==> src/rtl/nfpfa_pkg.sv <==
// Shared constants, codes and controller/datapath interface types for the
// next-fit page frame allocator. No dependencies.
`timescale 1ns / 1ps

package nfpfa_pkg;

    localparam int NUM_PAGES = 4096;
    localparam int PAGE_SIZE = 4096;

    localparam int WORD_W   = 64;                       // map bits per memory word
    localparam int BIT_W    = $clog2(WORD_W);
    localparam int WORDS    = (NUM_PAGES + WORD_W - 1) / WORD_W;
    localparam int WADDR_W  = (WORDS > 1) ? $clog2(WORDS) : 1;
    localparam int PAGE_W   = WADDR_W + BIT_W;
    localparam int CNT_W    = $clog2(WORDS + 2);
    localparam int PG_SHIFT = $clog2(PAGE_SIZE);

    localparam int ADDR_W  = 32;
    localparam int INDEX_W = 12;
    localparam int OP_W    = 2;
    localparam int STAT_W  = 2;

    localparam logic [OP_W-1:0] OP_ALLOC = 2'd0;
    localparam logic [OP_W-1:0] OP_FREE  = 2'd1;
    localparam logic [OP_W-1:0] OP_RANGE = 2'd2;

    localparam logic [STAT_W-1:0] ST_OK  = 2'd0;
    localparam logic [STAT_W-1:0] ST_OOF = 2'd1;
    localparam logic [STAT_W-1:0] ST_BAD = 2'd2;

    // controller -> datapath
    typedef struct packed {
        logic clr;      // write one all-ones word of the reset sweep
        logic load;     // capture an input word
        logic issue;    // read the word at the scan address
        logic publish;  // move the finished result to the output register
    } t_cmd;

    // datapath -> controller
    typedef struct packed {
        logic ld_skip;    // input word needs no map access
        logic scan_hit;
        logic scan_miss;
        logic scan_over;  // every word of the scan has been read
        logic rng_end;    // scan address is the last word of the range
        logic clr_end;
    } t_sts;

endpackage

==> src/rtl/nfpfa_datapath.sv <==
// Datapath: occupancy map memory, next-fit pointer, scan address and the
// per-word allocate / free / range logic. Uses nfpfa_pkg.
`timescale 1ns / 1ps

module nfpfa_datapath import nfpfa_pkg::*; (
    input  logic                i_clk,
    input  logic                i_rst_n,
    input  t_cmd                i_cmd,
    output t_sts                o_sts,
    input  logic [OP_W-1:0]     i_opcode,
    input  logic [INDEX_W-1:0]  i_page_index,
    input  logic [ADDR_W-1:0]   i_range_start_addr,
    input  logic [ADDR_W-1:0]   i_range_end_addr,
    output logic [INDEX_W-1:0]  o_frame_index,
    output logic [STAT_W-1:0]   o_status
);

    localparam logic [WORD_W-1:0]  ONES      = '1;
    localparam logic [WADDR_W-1:0] LAST_WORD = WADDR_W'(WORDS - 1);

    function automatic logic [BIT_W-1:0] f_encode(input logic [WORD_W-1:0] onehot);
        logic [BIT_W-1:0] idx;
        idx = '0;
        for (int i = 0; i < WORD_W; i++) begin
            if (onehot[i]) idx = idx | BIT_W'(i);
        end
        return idx;
    endfunction

    logic [WORD_W-1:0]  r_mem [WORDS];

    logic [PAGE_W-1:0]  r_ptr;
    logic [WADDR_W-1:0] r_iaddr;
    logic [CNT_W-1:0]   r_icnt;
    logic               r_rd_vld;
    logic [WORD_W-1:0]  r_rd_data;
    logic [WADDR_W-1:0] r_rd_addr;
    logic [CNT_W-1:0]   r_rd_cnt;
    logic [OP_W-1:0]    r_op;
    logic [BIT_W-1:0]   r_page_bit;
    logic [PAGE_W-1:0]  r_spg;
    logic [PAGE_W-1:0]  r_epg;
    logic [INDEX_W-1:0] r_frame;
    logic [STAT_W-1:0]  r_status;
    logic [INDEX_W-1:0] r_out_frame;
    logic [STAT_W-1:0]  r_out_status;

    // load-side decode
    logic [ADDR_W-1:0]  s_pg32, e_pg32, e_clamp, f_pg32;
    logic               rng_ok, free_bad;
    logic [PAGE_W-1:0]  f_pg, s_pg;

    // evaluation of the word read last cycle
    logic [WORD_W-1:0]  low_mask, scan_mask, free_bits, iso;
    logic [BIT_W-1:0]   hit_idx;
    logic               any_free, scan_hit, scan_miss, fbit;
    logic [WORD_W-1:0]  fmask, lo_mask, hi_mask;
    logic [PAGE_W-1:0]  hit_page;

    logic               w_en;
    logic [WADDR_W-1:0] w_addr;
    logic [WORD_W-1:0]  w_data;
    logic [WADDR_W-1:0] iaddr_inc;

    always_comb begin
        s_pg32   = i_range_start_addr >> PG_SHIFT;
        e_pg32   = i_range_end_addr >> PG_SHIFT;
        // start below map and start <= raw end is the same test as against clamped end
        rng_ok   = (s_pg32 < ADDR_W'(NUM_PAGES)) && (s_pg32 <= e_pg32);
        e_clamp  = (e_pg32 > ADDR_W'(NUM_PAGES - 1)) ? ADDR_W'(NUM_PAGES - 1) : e_pg32;
        f_pg32   = ADDR_W'(i_page_index);
        free_bad = f_pg32 >= ADDR_W'(NUM_PAGES);
        f_pg     = PAGE_W'(f_pg32);
        s_pg     = PAGE_W'(s_pg32);
    end

    assign iaddr_inc = (r_iaddr == LAST_WORD) ? '0 : r_iaddr + 1'b1;

    always_comb begin
        low_mask  = ONES << r_ptr[BIT_W-1:0];
        if (r_rd_cnt == '0) begin
            scan_mask = low_mask;
        end else if (r_rd_cnt == CNT_W'(WORDS)) begin
            scan_mask = ~low_mask;          // wrapped back to the pointer word
        end else begin
            scan_mask = ONES;
        end
        free_bits = ~r_rd_data & scan_mask;
        iso       = free_bits & (~free_bits + WORD_W'(1));
        hit_idx   = f_encode(iso);
        hit_page  = {r_rd_addr, hit_idx};
        any_free  = |free_bits;
        scan_hit  = r_rd_vld && (r_op == OP_ALLOC) && any_free;
        scan_miss = r_rd_vld && (r_op == OP_ALLOC) && !any_free
                    && (r_rd_cnt == CNT_W'(WORDS));

        fbit  = r_rd_data[r_page_bit];
        fmask = WORD_W'(1) << r_page_bit;

        lo_mask = (r_rd_addr == r_spg[PAGE_W-1:BIT_W]) ? (ONES << r_spg[BIT_W-1:0]) : ONES;
        hi_mask = (r_rd_addr == r_epg[PAGE_W-1:BIT_W])
                  ? (ONES >> (BIT_W'(WORD_W - 1) - r_epg[BIT_W-1:0])) : ONES;
    end

    always_comb begin
        w_en   = 1'b0;
        w_addr = r_rd_addr;
        w_data = r_rd_data;
        if (i_cmd.clr) begin
            w_en   = 1'b1;
            w_addr = r_iaddr;
            w_data = ONES;
        end else if (r_rd_vld) begin
            case (r_op)
                OP_ALLOC: begin
                    w_en   = any_free;
                    w_data = r_rd_data | iso;
                end
                OP_FREE: begin
                    w_en   = fbit;
                    w_data = r_rd_data & ~fmask;
                end
                OP_RANGE: begin
                    w_en   = 1'b1;
                    w_data = r_rd_data & ~(lo_mask & hi_mask);
                end
                default: begin
                    w_en = 1'b0;
                end
            endcase
        end
    end

    always_ff @(posedge i_clk) begin
        if (w_en) begin
            r_mem[w_addr] <= w_data;
        end
        if (i_cmd.issue) begin
            r_rd_data <= r_mem[r_iaddr];
        end
    end

    // control state
    always_ff @(posedge i_clk) begin
        if (!i_rst_n) begin
            r_ptr    <= '0;
            r_iaddr  <= '0;
            r_icnt   <= '0;
            r_rd_vld <= 1'b0;
        end else begin
            r_rd_vld <= i_cmd.issue;
            if (scan_hit) begin
                r_ptr <= hit_page;
            end
            if (i_cmd.load) begin
                r_icnt <= '0;
                case (i_opcode)
                    OP_ALLOC: r_iaddr <= r_ptr[PAGE_W-1:BIT_W];
                    OP_FREE:  r_iaddr <= f_pg[PAGE_W-1:BIT_W];
                    OP_RANGE: r_iaddr <= s_pg[PAGE_W-1:BIT_W];
                    default:  r_iaddr <= r_iaddr;
                endcase
            end else if (i_cmd.issue) begin
                r_iaddr <= iaddr_inc;
                r_icnt  <= r_icnt + 1'b1;
            end else if (i_cmd.clr) begin
                r_iaddr <= iaddr_inc;
            end
        end
    end

    // payload
    always_ff @(posedge i_clk) begin
        if (i_cmd.issue) begin
            r_rd_addr <= r_iaddr;
            r_rd_cnt  <= r_icnt;
        end
        if (i_cmd.load) begin
            r_op       <= i_opcode;
            r_page_bit <= f_pg[BIT_W-1:0];
            r_spg      <= s_pg;
            r_epg      <= PAGE_W'(e_clamp);
            r_frame    <= '0;
            r_status   <= ((i_opcode == OP_FREE) && free_bad) ? ST_BAD : ST_OK;
        end else begin
            if (scan_hit) begin
                r_frame <= INDEX_W'(hit_page);
            end
            if (scan_miss) begin
                r_status <= ST_OOF;
            end
            if (r_rd_vld && (r_op == OP_FREE) && !fbit) begin
                r_status <= ST_BAD;     // double free
            end
        end
        if (i_cmd.publish) begin
            r_out_frame  <= r_frame;
            r_out_status <= r_status;
        end
    end

    always_comb begin
        o_sts.ld_skip   = ((i_opcode == OP_FREE) && free_bad)
                          || ((i_opcode == OP_RANGE) && !rng_ok);
        o_sts.scan_hit  = scan_hit;
        o_sts.scan_miss = scan_miss;
        o_sts.scan_over = r_icnt > CNT_W'(WORDS);
        o_sts.rng_end   = r_iaddr == r_epg[PAGE_W-1:BIT_W];
        o_sts.clr_end   = r_iaddr == LAST_WORD;
    end

    assign o_frame_index = r_out_frame;
    assign o_status      = r_out_status;

endmodule

==> src/rtl/nfpfa_ctrl.sv <==
// Controller: sequences reset sweep, allocate scan, free and range release,
// and owns both handshakes. Uses nfpfa_pkg.
`timescale 1ns / 1ps

module nfpfa_ctrl import nfpfa_pkg::*; (
    input  logic            i_clk,
    input  logic            i_rst_n,
    input  logic            i_in_valid,
    output logic            o_in_ready,
    input  logic [OP_W-1:0] i_opcode,
    output logic            o_out_valid,
    input  logic            i_out_ready,
    output t_cmd            o_cmd,
    input  t_sts            i_sts
);

    localparam logic [2:0] S_CLEAR    = 3'd0;
    localparam logic [2:0] S_IDLE     = 3'd1;
    localparam logic [2:0] S_SCAN     = 3'd2;
    localparam logic [2:0] S_FREE_RD  = 3'd3;
    localparam logic [2:0] S_FREE_CHK = 3'd4;
    localparam logic [2:0] S_RNG      = 3'd5;
    localparam logic [2:0] S_RNG_LAST = 3'd6;
    localparam logic [2:0] S_DONE     = 3'd7;

    logic [2:0] r_state, n_state;
    logic       r_ovld;

    always_comb begin
        o_cmd.clr     = (r_state == S_CLEAR);
        o_cmd.load    = (r_state == S_IDLE) && i_in_valid;
        o_cmd.issue   = ((r_state == S_SCAN) && !i_sts.scan_over && !i_sts.scan_hit)
                        || (r_state == S_FREE_RD) || (r_state == S_RNG);
        o_cmd.publish = (r_state == S_DONE) && (!r_ovld || i_out_ready);
    end

    always_comb begin
        n_state = r_state;
        case (r_state)
            S_CLEAR: begin
                if (i_sts.clr_end) n_state = S_IDLE;
            end
            S_IDLE: begin
                if (i_in_valid) begin
                    if (i_sts.ld_skip) begin
                        n_state = S_DONE;
                    end else begin
                        case (i_opcode)
                            OP_ALLOC: n_state = S_SCAN;
                            OP_FREE:  n_state = S_FREE_RD;
                            OP_RANGE: n_state = S_RNG;
                            default:  n_state = S_DONE;
                        endcase
                    end
                end
            end
            S_SCAN: begin
                if (i_sts.scan_hit || i_sts.scan_miss) n_state = S_DONE;
            end
            S_FREE_RD:  n_state = S_FREE_CHK;
            S_FREE_CHK: n_state = S_DONE;
            S_RNG: begin
                if (i_sts.rng_end) n_state = S_RNG_LAST;
            end
            S_RNG_LAST: n_state = S_DONE;
            S_DONE: begin
                if (o_cmd.publish) n_state = S_IDLE;
            end
            default: n_state = S_CLEAR;
        endcase
    end

    always_ff @(posedge i_clk) begin
        if (!i_rst_n) begin
            r_state <= S_CLEAR;
            r_ovld  <= 1'b0;
        end else begin
            r_state <= n_state;
            if (o_cmd.publish) begin
                r_ovld <= 1'b1;
            end else if (i_out_ready) begin
                r_ovld <= 1'b0;
            end
        end
    end

    assign o_in_ready  = (r_state == S_IDLE);
    assign o_out_valid = r_ovld;

endmodule

==> src/rtl/next_fit_page_frame_allocator.sv <==
// Channel  Handshake               Payload
// in       i_in_valid/o_in_ready   i_opcode, i_page_index, i_range_start_addr,
//                                  i_range_end_addr
// out      o_out_valid/i_out_ready o_frame_index, o_status
//
// Map access: allocate reads one map word per cycle from the single read port,
// from the pointer word round to it again; free reads one word; range release
// reads each word covered; skipped ranges, bad frees and unused opcodes read none.
// Reset: a sweep writes every map word to all ones, with in_ready low. A
// pending result sits in the output register; the next word is taken
// meanwhile and waits only at completion if the output is still full.
//
// Top level: controller plus datapath. Uses nfpfa_pkg.
`timescale 1ns / 1ps

module next_fit_page_frame_allocator import nfpfa_pkg::*; (
    input  logic                i_clk,
    input  logic                i_rst_n,
    input  logic                i_in_valid,
    output logic                o_in_ready,
    input  logic [OP_W-1:0]     i_opcode,
    input  logic [INDEX_W-1:0]  i_page_index,
    input  logic [ADDR_W-1:0]   i_range_start_addr,
    input  logic [ADDR_W-1:0]   i_range_end_addr,
    output logic                o_out_valid,
    input  logic                i_out_ready,
    output logic [INDEX_W-1:0]  o_frame_index,
    output logic [STAT_W-1:0]   o_status
);

    t_cmd cmd;
    t_sts sts;

    nfpfa_ctrl u_ctrl (
        .i_clk       (i_clk),
        .i_rst_n     (i_rst_n),
        .i_in_valid  (i_in_valid),
        .o_in_ready  (o_in_ready),
        .i_opcode    (i_opcode),
        .o_out_valid (o_out_valid),
        .i_out_ready (i_out_ready),
        .o_cmd       (cmd),
        .i_sts       (sts)
    );

    nfpfa_datapath u_dp (
        .i_clk              (i_clk),
        .i_rst_n            (i_rst_n),
        .i_cmd              (cmd),
        .o_sts              (sts),
        .i_opcode           (i_opcode),
        .i_page_index       (i_page_index),
        .i_range_start_addr (i_range_start_addr),
        .i_range_end_addr   (i_range_end_addr),
        .o_frame_index      (o_frame_index),
        .o_status           (o_status)
    );

endmodule

==> config.mk <==
export PLATFORM = sky130hd
export DESIGN_NAME = next_fit_page_frame_allocator
export DESIGN_NICKNAME = d
export VERILOG_FILES = /design/src/rtl/nfpfa_pkg.sv /design/src/rtl/nfpfa_datapath.sv /design/src/rtl/nfpfa_ctrl.sv /design/src/rtl/next_fit_page_frame_allocator.sv
export SDC_FILE = /design/constraint.sdc
export NUM_CORES = 2
export LEC_CHECK = 0
export BUFFER_PORTS_ARGS = -buffer_cell sky130_fd_sc_hd__buf_2
export CAP_MARGIN = 20
export CORE_ASPECT_RATIO = 1.4
export CORE_MARGIN = 4
export CORE_UTILIZATION = 35
export CTS_CLUSTER_DIAMETER = 60
export DETAILED_ROUTE_END_ITERATION = 6
export HOLD_SLACK_MARGIN = 0.12
export PLACE_DENSITY_LB_ADDON = 0.3
export SLEW_MARGIN = 0
export SYNTH_ARGS = -nofsm -noshare
export SYNTH_HDL_FRONTEND = slang
export SYNTH_SLANG_ARGS = --single-unit
==> constraint.sdc <==
create_clock -name i_clk -period 12.7 [get_ports i_clk]
set_clock_uncertainty 0.15 [all_clocks]
set_input_delay 3.175 -clock i_clk [delete_from_list [all_inputs] [get_ports i_clk]]
set_output_delay 3.175 -clock i_clk [all_outputs]
set_load 0.005 [all_outputs]
Yosys cells after proc, flatten, opt, wreduce, memory -nomap -nowiden
Memory sizes are Yosys's and may differ from the RTL's. A register that Yosys moved wholly into a read port is not among the register bits. Index checks and enable logic that the tools add are counted. W data, S select, Z words.

Output and inout port bits: 16. Word-level logic and storage cells: 232. Memories: 1. Bits in writable memories: 4096. Bits in registers: 103. Input port bits: 82.

Shifts and indexed selects: 4. Multiplexer cells: 133. Equality and inequality tests: 26. Magnitude comparators: 5. Add/subtract/negate cells: 4. Reduce and logical (&&, ||, !) cells: 32. Bitwise logic cells: 11.

Memory list: u_dp.r_mem (words 64, bits a word 64, rd ports 1, clocked after memory_dff 1, write ports 1, line nfpfa_datapath.sv:30) `logic [WORD_W-1:0] r_mem [WORDS];`.

Operators by type and width (count): $mux W64 (10); $and A64 B64 Y64 (5); $not A64 Y64 (5); $mux W6 (45); $pmux W64 S3 (1); $shl A64 B6 Y64 const A (2); $mux W5 (16); $add A64 B1 Y64 const B (1); $or A64 B64 Y64 (1); $reduce_or A64 Y1 (1); $shl A1 B6 Y64 const A (1); $shr A64 B6 Y64 const A (1); $mux W3 (20); $mux W12 (3); $mux W7 (5); $mux W4 (8); $pmux W3 S7 (1); $gt A20 B12 Y1 const B (1); $le A20 B20 Y1 (1); $lt A20 B13 Y1 const B (1); $eq A6 B6 Y1 (3); $pmux W6 S3 (1); $mux W1 (14); $eq A3 B3 Y1 const B (4); other kinds (31) (64).

Logic depth before layout (Yosys ltp)
Depth in word-level cells: 74. Mapped depth: 18. Mapped depth without buffers: 12.

Modules after synthesis
From an unflattened synthesis, not the netlist that was laid out.

Cell total of the unflattened synthesis: 7646. Area, all modules: 169797.8 µm².

By module, submodules not included: nfpfa_datapath (seq. area each 127492.3 µm², area each 169455.0 µm², cells an instance 7601, instances 1); nfpfa_ctrl (seq. area each 80.1 µm², area each 342.8 µm², cells an instance 45, instances 1).

Worst setup path before layout
No wires, ideal clock.

Path type: register to register. Start point: reg u_dp.r_ptr[4]. End point: mem u_dp.r_mem[10][0] (enable). Library setup time: 0.565 ns. Arrival time: 7.243 ns. Required time: 11.985 ns. Buffers on the path: 6. Path slack: 4.742 ns. Stages on the path, launching flop included: 16. Clock period less this slack: 7.958 ns. Cell sequence: dfxtp_1 -> buf_2 -> buf_2 -> buf_2 -> buf_1 -> clkbuf_1 -> o21ai_0 -> a211o_1 -> o21ai_0 -> nor4_4 -> nand2_1 -> o31ai_1 -> a21oi_1 -> a31oi_1 -> buf_2 -> nor3_1.

Word-level cells in the longest chain between the ends: 15.

RTL lines: start, declared (line nfpfa_datapath.sv:32) `logic [PAGE_W-1:0] r_ptr;`; start signal, assigned (line nfpfa_datapath.sv:153) `r_ptr <= hit_page;`; $shl A64 B6 Y64 * (line nfpfa_datapath.sv:80) `low_mask = ONES << r_ptr[BIT_W-1:0];`; $not A64 Y64 (line nfpfa_datapath.sv:84) `scan_mask = ~low_mask;`; $mux W64 (line nfpfa_datapath.sv:83) `end else if (r_rd_cnt == CNT_W'(WORDS)) begin`; $mux W64 (line nfpfa_datapath.sv:81) `if (r_rd_cnt == '0) begin`; $mux W64 * (line nfpfa_datapath.sv:81); $and A64 B64 Y64 * (line nfpfa_datapath.sv:88) `free_bits = ~r_rd_data & scan_mask;`; $reduce_or A64 Y1 * (line nfpfa_datapath.sv:92) `any_free = |free_bits;`; $pmux W1 S3 * (line nfpfa_datapath.sv:114) `case (r_op)`; $mux W1 * (line nfpfa_datapath.sv:113) `end else if (r_rd_vld) begin`; $mux W1 * (line nfpfa_datapath.sv:109) `if (i_cmd.clr) begin`; $mux W1 * (line nfpfa_datapath.sv:113); $mux W1 * (2 in a row) (line nfpfa_datapath.sv:109); $mux W1 * (line nfpfa_datapath.sv:135) `if (w_en) begin`; $mux W1 (implied by the code) * (line nfpfa_datapath.sv:136) `r_mem[w_addr] <= w_data;`; end, declared (line nfpfa_datapath.sv:30).

Mark *: on every way between the ends. The rest lies on a longest branch, timed or not. The select of a mux whose other input is x is not followed.

Worst setup path in the final report
Start point: reg u_dp.r_rd_cnt[6]. End point: mem u_dp.r_mem[29][36] (enable).

Word-level cells in the longest chain between the ends: 14. Elaborated cells on any way between the ends: 15. Classes of those cells: 1 x eq/ne; 11 x mux; 1 x bitwise; 2 x reduce/logical.

RTL lines: start, declared (line nfpfa_datapath.sv:38) `logic [CNT_W-1:0] r_rd_cnt;`; start signal, assigned (line nfpfa_datapath.sv:176) `r_rd_cnt <= r_icnt;`; $eq A7 B7 Y1 (line nfpfa_datapath.sv:83); $mux W64 (line nfpfa_datapath.sv:83); $mux W64 (line nfpfa_datapath.sv:81); $mux W64 * (line nfpfa_datapath.sv:81); $and A64 B64 Y64 * (line nfpfa_datapath.sv:88); $reduce_or A64 Y1 * (line nfpfa_datapath.sv:92); $pmux W1 S3 * (line nfpfa_datapath.sv:114); $mux W1 * (line nfpfa_datapath.sv:113); $mux W1 * (line nfpfa_datapath.sv:109); $mux W1 * (line nfpfa_datapath.sv:113); $mux W1 * (2 in a row) (line nfpfa_datapath.sv:109); $mux W1 * (line nfpfa_datapath.sv:135); $mux W1 (implied by the code) * (line nfpfa_datapath.sv:136).

Marks and branches as above.

==> key figures <==
Die
  • Die area: 0.496 mm^2
  • IO Pins: 98
  • Core Box Area: between 0.4 and 0.5 mm^2
  • Initial Utilization: 35.1%
  • FP Rows: 302
  • Die Wd: between 500 and 600 um
  • Die Height: 831 um

Logic synthesis
  • Count of flip-flops with a built-in enable after synthesis: 4219
  • Post-Syn Area: 0.170 mm^2
  • Syn_nets: roughly 7700
  • Post-synthesis compound-gate area fraction: 2.76%
  • Largest family of logic cells by synthesized area: multiplexers
  • Mux cell area share after synthesis: 18.2%
  • Most used DFF post-synth: edfxtp_1
  • Most common cell in the synthesized netlist: edfxtp_1
  • Synth Register Bits: between 4000 and 5000
  • Synth cell types: 96
  • Syn avg cell area: 22.2 um^2
  • Synth async-reset ratio: 0%
  • Synth Area in Adders: less than 1%
  • Synth top area share: 74.7%
  • Syn Inst Count: roughly 7600
  • Ranking of synthesized cells by area: edfxtp_1, mux4_2, clkbuf_1
  • Simple-gate share of the synthesized area: 2.13%
  • Synth warn: 0
  • Sequential cell area fraction in the yosys report: between 70% and 80%
  • Area leader, netlist: edfxtp_1
  • Post-synthesis xor/xnor area fraction: less than 1%
  • Top post-synthesis cells by count: edfxtp_1, mux4_2, clkbuf_1

Route
  • WL/cell: 36.0 um
  • Routed Antenna Nets: 0
  • Initial DRC count: 10374
  • Drt pass-1 iters: 6
  • # DRC: 0
  • Vias per std cell: 5.81
  • Via count: 85221
  • Detailed Route WL: 528000 um

Placed design
  • Cell Area, Placed: 0.180 mm^2
  • Final GP Congestion: ~1
  • Buffers added on ports: 73
  • DP HPWL: 300000 um
  • Pre-CTS worst setup slack: 5.50 ns

Layout
  • Fill cell count: around 42000
  • P&R area growth vs syn: 13.7%
  • Share of cells above drive strength 1: 30.8%
  • Fin nets: roughly 8100
  • Fin area: 0.193 mm^2

Timing
  • Worst-Margin Slew: 1.23 ns
  • Crit path time final: ~7.5 ns
  • Slew margin rel.: 17.2%
  • Unrepaired setup endpoints after global routing: no
  • Post-route setup slack: 5.22 ns
  • Max Fclk: approximately 0.13 GHz
  • Final Max Tran Viols: 0
  • Final setup vio count: 0
  • Final Hold Viols: 0
  • Hold WS: 0.286 ns
  • Sum Neg Setup Slack: 0 ns
  • Final worst-path cycle share: between 50% and 60%

Clock tree
  • Hold_buf cts: 0
  • Clock Latency Late Sink: 1.01 ns
  • CTS tree: yes
  • Cts bufs inserted: 387
  • Clk root buf: clkbuf_16
  • PostCTS Resize Cnt: 0
  • Bufs on Longest Clock Path: 4
  • Clk pin slew, worst setup/hold paths: approximately 0.07 ns
  • CTS sink cnt: 4263
  • Max H-tree Level: 5
  • Post-CTS Repair Setup Buffers: 0

Pwr
  • Peak VDD IR: 0.101 mV
  • PD cells: 145 mW/mm^2
  • Leak Pwr: 0.0673 uW

Setup path
  • Crit path capture type: register
  • Slowest stage cell on the critical path: or4_1
  • Setup CP Type: reg -> reg
  • Most frequent CP cell: buf_4
  • Critical path's top delay family: simple AND/OR/NAND/NOR gates
  • Worst Path Arrival: 7.87 ns
  • CP max stage delay: 0.85 ns
  • Worst Path Buf+Inv: 5
  • CP required: 13.09 ns
  • Crit-path cells: buf_4, buf_4, or3b_1, nor2_2, a311oi_1, nor3_4, nand4_2, or4_1, o31ai_1, a21oi_1, a31oi_4, buf_4, nor3_2, buf_4, buf_4
  • Crit-path max FO: 56
  • Startpoint Class: register

Global routing
  • Grt met3 use: 3.21%
  • Global-route met2 utilization: 36.1%
  • First-pass GRT wire length: 725000 um
  • Busiest layer in global routing: met2
  • Largest net degree at the start of global routing: 130
  • Global route overflow: 0
  • Global Route Usage Sum: about a fifth
  • Initial antenna violation count: 35
  • Met1 usage: 26.5%
  • Number of global-route vias before repair: 87343

Status
  • Outcome: complete, no violations

Worst hold path
  • Hold Crit Class: reg -> reg

Run
  • Max-cap violations: 0
layout make-up:
type	count	area, um^2	share of cell area [%]
Antenna cell	6	15.0	0.00779
Tap cell	6384	7990	4.15
Multi-Input combinational cell	2842	41000	21.3
Timing Repair Buffer	416	3200	1.66
Inverter	62	243	0.126
Clock buffer	443	10000	5.19
Clock inverter	254	2620	1.36
Sequential cell	4263	128000	66.2
final timing paths:
kind / start / end / slack, ns / depth (start not counted)
worst max register to register: u_dp.r_rd_cnt[6]$_DFFE_PP_ / u_dp.r_mem[29][36]$_DFFE_PP_ / 5.22 / 15
worst max-delay path: u_dp.r_rd_cnt[6]$_DFFE_PP_ / u_dp.r_mem[29][36]$_DFFE_PP_ / 5.22 / 15
worst min-delay path: u_dp.r_frame[9]$_SDFFE_PP0P_ / u_dp.o_frame_index[9]$_DFFE_PP_ / 0.29 / 0
worst min register to register: u_dp.r_frame[9]$_SDFFE_PP0P_ / u_dp.o_frame_index[9]$_DFFE_PP_ / 0.29 / 0
metal layers:
| metal | vias to the layer above | wire length [um] |
|---|---|---|
| met5 | - | 28 |
| met4 | 4 | 23500 |
| met3 | 867 | 36400 |
| met2 | 3894 | 269000 |
| met1 | 46912 | 199000 |
| li1 | 33544 | - |
placed cells by master, fill, tap and decap left out, types with 21 or more instances in the layout:
cell type / instances
bufinv_16: 45
mux4_2: 1365
nand4_1: 35
nand3_1: 50
nor3_2: 70
o221ai_1: 22
a41oi_1: 64
nand2_1: 177
clkinv_2: 84
nor2_1: 141
xnor2_1: 23
buf_4: 318
edfxtp_1: 4219
and2_1: 21
dfxtp_1: 38
buf_2: 74
or3_1: 22
nor3_1: 50
a21o_1: 22
clkbuf_1: 51
o21ai_4: 58
a31oi_1: 42
inv_1: 57
a21oi_1: 150
ha_1: 31
a211oi_1: 30
buf_12: 21
clkbuf_16: 392
clkinv_1: 79
o21ai_0: 93
flip-flops by register name (all words and copies together), names as in the netlist, 3 cells and up:
signal / cells
u_ctrl.r_state: 3
u_dp.o_frame_index: 12
u_dp.r_epg: 12
u_dp.r_frame: 12
u_dp.r_iaddr: 6
u_dp.r_icnt: 7
u_dp.r_mem: 4096
u_dp.r_page_bit: 6
u_dp.r_ptr: 12
u_dp.r_rd_addr: 6
u_dp.r_rd_cnt: 7
u_dp.r_rd_data: 64
u_dp.r_spg: 12
power breakdown:
part	switching, uW	leakage, uW	internal, uW	total, uW
Combinational	518	0.0130	330	848
Sequential	21.5	0.0481	15300	15300
Clock	5220	0.00618	6590	11800
per-stage QoR:
stage                     util (%)  total power, uW  std cells
after floorplan                  -            16200       7633
after global placement        37.3            16500      13958
after detailed placement      37.3            16500      13961
after CTS                     39.9            28200      14658
after global routing          39.9            28800      14667
final                         39.9            27900      14670
cells by family (layout without fill, tap and decap cells):
logic type	count (synthesis)	in the layout
flip-flops	4263	4263
multiplexers	1382	1382
AND/OR/NAND/NOR	710	710
AO/OA/AOI/OAI	684	684
buffers and inverters	528	1175
XOR/XNOR	34	34
adder cells (fa/ha/maj)	32	32
other	0	6
No activity file was read; power rests on OpenSTA's default activity.
